===== config.mk =====
export PLATFORM = sky130hd
export DESIGN_NAME = ptc_table
export DESIGN_NICKNAME = d
export VERILOG_FILES = /design/src/design/ptc_pkg.sv /design/src/design/ptc_table.sv
export SDC_FILE = /design/constraint.sdc
export NUM_CORES = 2
export LEC_CHECK = 0
export BUFFER_PORTS_ARGS = -buffer_cell sky130_fd_sc_hd__clkbuf_2
export CAP_MARGIN = 0
export CORE_AREA = 2 2 361 542
export CTS_BUF_LIST = sky130_fd_sc_hd__clkbuf_2
export DETAILED_ROUTE_END_ITERATION = 16
export DIE_AREA = 0 0 363 544
export GPL_ROUTABILITY_DRIVEN = 0
export PLACE_DENSITY_LB_ADDON = 0.3
export SYNTH_ARGS = -nofsm -noshare
export SYNTH_HDL_FRONTEND = slang
export SYNTH_SLANG_ARGS = --single-unit

===== constraint.sdc =====
create_clock -name clk -period 10.8 [get_ports clk]
set_input_delay 0 -clock clk [delete_from_list [all_inputs] [get_ports clk]]
set_output_delay 0 -clock clk [all_outputs]
set_load 0.02 [all_outputs]

===== src/design/ptc_pkg.sv =====
// Shared constants and types for the page table translate/check block.
// No dependencies; imported by every other design file.
package ptc_pkg;

  localparam int PAGE_BYTES_DEF = 4096;
  localparam int NUM_PAGES_DEF  = 256;

  localparam int CMD_W    = 2;
  localparam int ADDR_W   = 32;
  localparam int PERM_W   = 3;
  localparam int RIGHTS_W = 4;
  localparam int PADDR_W  = 20;
  localparam int FAULT_W  = 3;

  localparam logic [CMD_W-1:0] CMD_TRANSLATE = 2'd0;
  localparam logic [CMD_W-1:0] CMD_MAP       = 2'd1;
  localparam logic [CMD_W-1:0] CMD_UNMAP     = 2'd2;

  localparam logic [FAULT_W-1:0] FAULT_OK       = 3'd0;
  localparam logic [FAULT_W-1:0] FAULT_VIRT_OOR = 3'd1;
  localparam logic [FAULT_W-1:0] FAULT_PHYS_OOR = 3'd2;
  localparam logic [FAULT_W-1:0] FAULT_UNMAPPED = 3'd3;
  localparam logic [FAULT_W-1:0] FAULT_NO_READ  = 3'd4;
  localparam logic [FAULT_W-1:0] FAULT_NO_WRITE = 3'd5;
  localparam logic [FAULT_W-1:0] FAULT_NO_EXEC  = 3'd6;
  localparam logic [FAULT_W-1:0] FAULT_UNUSED   = 3'd7;

  // bit positions in the stored rights field
  localparam int RIGHT_READ    = 0;
  localparam int RIGHT_WRITE   = 1;
  localparam int RIGHT_EXEC    = 2;
  localparam int RIGHT_PRESENT = 3;

  // table port strobes from the controller
  typedef struct packed {
    logic rd_en;
    logic wr_en;
  } tbl_ctl_t;

endpackage


===== src/design/ptc_table.sv =====
// Page table storage: one synchronous RAM, registered read, one write port,
// plus the clearing sweep that runs after reset. Depends on ptc_pkg.
module ptc_table import ptc_pkg::*; #(
  parameter int NUM_PAGES = NUM_PAGES_DEF
) (
  input  logic                         clk,
  input  logic                         rst,
  input  tbl_ctl_t                     ctl,
  input  logic [$clog2(NUM_PAGES)-1:0] rd_idx,
  input  logic [$clog2(NUM_PAGES)-1:0] wr_idx,
  input  logic [$clog2(NUM_PAGES)-1:0] wr_frame,
  input  logic [RIGHTS_W-1:0]          wr_rights,
  output logic [$clog2(NUM_PAGES)-1:0] rd_frame,
  output logic [RIGHTS_W-1:0]          rd_rights,
  output logic                         clearing
);

  localparam int IW = $clog2(NUM_PAGES);
  localparam int EW = IW + RIGHTS_W;

  logic [EW-1:0] mem [NUM_PAGES];
  logic [EW-1:0] rd_data;
  logic [IW-1:0] clr_idx;

  always_ff @(posedge clk) begin
    if (rst) begin
      clearing <= 1'b1;
      clr_idx  <= '0;
    end else if (clearing) begin
      clr_idx <= clr_idx + 1'b1;
      if (clr_idx == IW'(NUM_PAGES - 1)) begin
        clearing <= 1'b0;
      end
    end
  end

  always_ff @(posedge clk) begin
    if (clearing) begin
      mem[clr_idx] <= '0;
    end else if (ctl.wr_en) begin
      mem[wr_idx] <= {wr_frame, wr_rights};
    end
    if (ctl.rd_en) begin
      rd_data <= mem[rd_idx];
    end
  end

  assign rd_frame  = rd_data[EW-1:RIGHTS_W];
  assign rd_rights = rd_data[RIGHTS_W-1:0];

endmodule


Yosys cells after proc, flatten, opt, wreduce, memory -nomap -nowiden
Memories as Yosys holds them, arrays and structs flattened. A register that Yosys moved wholly into a read port is not among the register bits.
Index checks and enable logic that the tools add are counted.
Widths: inputs -> output; s select.
{ "op_classes": {"n_addsub": 1, "n_reduce_logical": 1, "eq_ne": 1, "n_mux": 10} }
{ "op_table": {"columns": ["operator", "count"], "rows": [
  ["$mux 12", 1],
  ["$reduce_or 12->1", 1],
  ["$add 8x1->8 const B", 1],
  ["$eq 8x8->1 const B", 1],
  ["$mux 1", 8],
  ["$mux 8", 1]
]} }
{ "word_totals": {"reg_bits": 9, "mem_count": 1, "ram_bits": 3072, "input_bits": 32, "out_inout_bits": 13} }
{ "memory_table": {"columns": ["memory", "depth", "word_bits", "rd", "rd_clocked_by_memory_dff", "wr", "line_no", "text"], "rows": [
  ["mem", 256, 12, 1, 1, 1, "ptc_table.sv:21", "logic [EW-1:0] mem [NUM_PAGES];"]
]} }

Longest topological paths before layout
{ "depth": {"word_depth": 5, "mapped_depth": 11, "ltp_nobuf": 6} }

Worst setup path before layout
Ideal clock, no wire load.
{ "synth_path": {"path_type": "register to register", "start": "register clearing", "end": "memory mem[0][10] in the netlist's numbering, data pin", "path_slack_ns": 5.255, "n_path_buf": 4, "path_stages_with_launch": 7, "synth_period_minus_slack_ns": 5.545, "arrival_time_ns": 4.675, "cell_sequence": "dfxtp_1 buf_2 nor2b_1 buf_2 clkbuf_1 clkbuf_1 and2_1"} }
{ "synth_between": {"elab_chain_len": 4} }
{ "synth_rtl": {"columns": ["item", "line_no", "text"], "rows": [
  ["from (decl)", "ptc_table.sv:15", "output logic clearing"],
  ["from (signal assigned)", "ptc_table.sv:27", "clearing <= 1'b1;"],
  ["from (signal assigned)", "ptc_table.sv:32", "clearing <= 1'b0;"],
  ["$mux 1", "ptc_table.sv:38", "if (clearing) begin"],
  ["$mux 1 (implied by the code)", "ptc_table.sv:41", "mem[wr_idx] <= {wr_frame, wr_rights};"],
  ["$reduce_or 12->1 (no line)", null, null],
  ["$mux 12 (no line)", null, null],
  ["to (decl)", "ptc_table.sv:21", null]
]} }
Every way passes these cells.

Worst setup path in the final report
{ "layout_path": {"start": "register clearing", "end": "memory mem[16][7] in the netlist's numbering, enable pin"} }
{ "layout_between": {"elab_chain_len": 4} }
{ "layout_rtl": {"columns": ["item", "line_no"], "rows": [
  ["$mux 1", "ptc_table.sv:38"],
  ["$mux 1 (implied by the code)", "ptc_table.sv:41"],
  ["$reduce_or 12->1 (no line)", null],
  ["$mux 8 (no line) or $mux 1 (tied branches)", null]
]} }
Parallel ways exist; a longest one is shown, timed or not.

==> out/qor.csv <==
metric,value,unit
Post-Syn Nets,5571,
Crit-path slowest cell,nor2_1,
fraction of layout cells with a size suffix above 1,0.303,
power consumption,21.0,mW
CP Capture Type,flop,
hold_buf cts,97,
"EDFF count, synth",3084,
Antenna Violating Nets Remaining,0,
area of the mapped netlist,119000,sq um
Core Region,193000,sq um
max-cap violations,1,
crit path kind,reg2reg,
first-pass GRT wire length,425,mm
Pwr per Cell Area,162,nW/um^2
fillcell total,12100,
Worst setup SP type,flop,
Clock transition at path regs,0.12,ns
critical path's top delay family,buffers and inverters,
WP buf/inv,5,
"Hold Vio Cnt, Final",0,
Critical R2R Launch,clearing,
global route overflow,0,
async set-reset flop share out of synthesis,0,
I/O Pins,45,
Max stage delay on crit path,1.01,ns
Worst Path Required,12.02,ns
Worst-Skew Late Latency,1.77,ns
cell taking the most area after synthesis,edfxtp_1,
clock tree from TritonCTS,yes,
Finish-stage setup viols,0,
VDD IR-drop max,0.000108,V
FMAX,180,MHz
area share of the leading cell type in the synthesized netlist,0.779,
CTS Sinks,3093,
wire length per cell,31.8,microns
hold path cells,4,
detailed-route via count,61900,
Post-Syn Area per Cell,21.5,sq um
CTS Buf Count,664,
Final Skew,0.185,ns
Final Cycle Share,0.514,
"most common cell after layout, fill and taps aside",edfxtp_1,
failing checks,max-capacitance violations,
R2R setup slack,5.25,ns
CTS Root Cell,clkbuf_2,
hold path startpoint,wr_rights[2],
DRT Pass-1 Iters,6,
Port Buf Inserts,44,
placed wire-length estimate,171,mm
Critical Path Fanout Max,40,
Area Overhead vs Synth,9.03,%
die area,197000,sq um
cell count after synthesis,5538,
CP most frequent cell,dlygate4sd3_1,
worst min path class,in2reg,
vias per cell,6.68,
Pleak,45.4,nW
library cells used by synthesis,69,
ys flop type,edfxtp_1,
hold endpoint,mem[10][2],
Final min period,5.55,ns
sequential area share after synthesis,0.780,
RSZ-0062 raised after global routing,no,
chip width,363,microns
synth warn,0,
cell breakdown of the critical path,"nor2b_4, or3_1, o31ai_1, dlygate4sd3_1, buf_4, dlygate4sd3_1, nand3_1, dlygate4sd3_1, buf_4, nor2_1",
first-iteration detailed-routing DRC count,7637,
Tot GR Track Use,0.301,
placement row count,198,
Residual DRC,0,
Setup crit start,clearing,
Die Y,544,microns
clock buffer depth,4,
"top cells by area, synth","edfxtp_1 (78%), mux4_2 (12%), a22oi_1 (1.9%)",
H-tree levels,6,
vias in the first global route,62400,
number of antenna violations at the first check in global routing,15,
count of state elements after synthesis,3093,
critical path arrival,6.77,ns
worst reg-to-reg path cell count,10,
largest net degree at the start of global routing,213,
r2r endpoint,mem[16][7],
Worst-Margin Slew,1.48,ns
most frequent cells in the layout,"edfxtp_1 (3,084), clkbuf_2 (990), mux4_2 (659)",
number of max-slew violations in the final report,0,
Nets,6305,
Setup Total Neg Slack,0,ns
Routed WL,294,mm
CTS resizes,0,
status,"finished, violations left",
Slew headroom,0.00516,
Post-CTS Setup Repair Bufs,0,
Starting Density,0.616,
## metrics by stage
step,std cells,instance area (sq um),hold slack [ns],setup WS (ns),util
global placement,8004,122000,0.300,5.31,0.635
floorplan,5538,119000,0.112,5.25,-
global route,9262,130000,0.0828,5.14,0.672
detailed placement,8006,123000,0.308,5.67,0.635
CTS,9251,130000,0.00491,5.44,0.671
finish,9266,130000,0.119,5.25,0.672
## how the worst max path moves through the flow
stage	end	slack [ns]	cells past startpoint
after CTS	mem[16][5]	5.44	10
after detailed placement	rd_data[2]	5.67	9
after global placement	rd_data[5]	5.31	8
final	mem[16][7]	5.25	10
after floorplan	mem[0][10]	5.25	6
after global routing	mem[16][5]	5.14	10
## layout make-up
class,instances,area (sq um),share of cell area
Clock inverter,200,1270,0.00978
Inverter,6,22.5,0.000174
Multi-Input combinational cell,2106,24300,0.187
Clock buffer,948,4740,0.0366
Sequential cell,3093,92800,0.716
Antenna cell,12,30.0,0.000232
Timing Repair Buffer,401,3340,0.0258
Tap cell,2500,3130,0.0241
## power breakdown
group | leakage (nW) | switching (mW) | total, mW | internal (mW)
sequential | 31.8 | 0.0166 | 13.0 | 13.0
combinational | 9.07 | 0.562 | 0.910 | 0.348
clock | 4.54 | 4.34 | 7.07 | 2.73
total | 45.4 | 4.92 | 21.0 | 16.1
## flip-flops by register name, indices dropped and copies added, names as in the netlist
signal and flops:
clr_idx 8, clearing 1, mem 3072, rd_data 12
## kinds of logic after synthesis
group / share of synthesized area
muxes: 0.142
AOI/OAI and AO/OA: 0.0385
xor gates and xnor gates: 0.000295
adders and majority gates: 0.000105
buffers and inverters: 0.0168
and+or+nand+nor: 0.0221
DFF: 0.780
## tightest hold or removal path: stages
cell,delay [ns]
dlygate4sd3_1,0.55
clkbuf_2,0.11
dlygate4sd3_1,0.55
and2_4,0.32
## synth_stat cells (15+ instances only)
cell type,count
nand2b_1,15
o21ai_0,20
mux2i_1,191
a31oi_1,16
edfxtp_1,3084
nor4_1,58
nand2_1,69
buf_4,36
o221ai_1,49
nor3_1,29
buf_6,43
mux4_2,659
and2_1,15
buf_2,88
buf_1,20
a21oi_1,191
clkbuf_1,134
o22ai_1,44
nor2_1,293
a22oi_1,293
nand3b_1,15
nand3_1,31
## metal layers
metal  vias to the layer above  part of all wire  routed length, microns  track usage
met5                         -           0.00019                      55            0
met3                       662              0.11                   32500       0.0619
met1                     31800              0.34                   99900        0.396
met4                         8             0.049                   14300        0.144
li1                      25300                 -                       -            -
met2                      4114              0.50                  148000        0.488
Power figures use the tool's default switching activity.
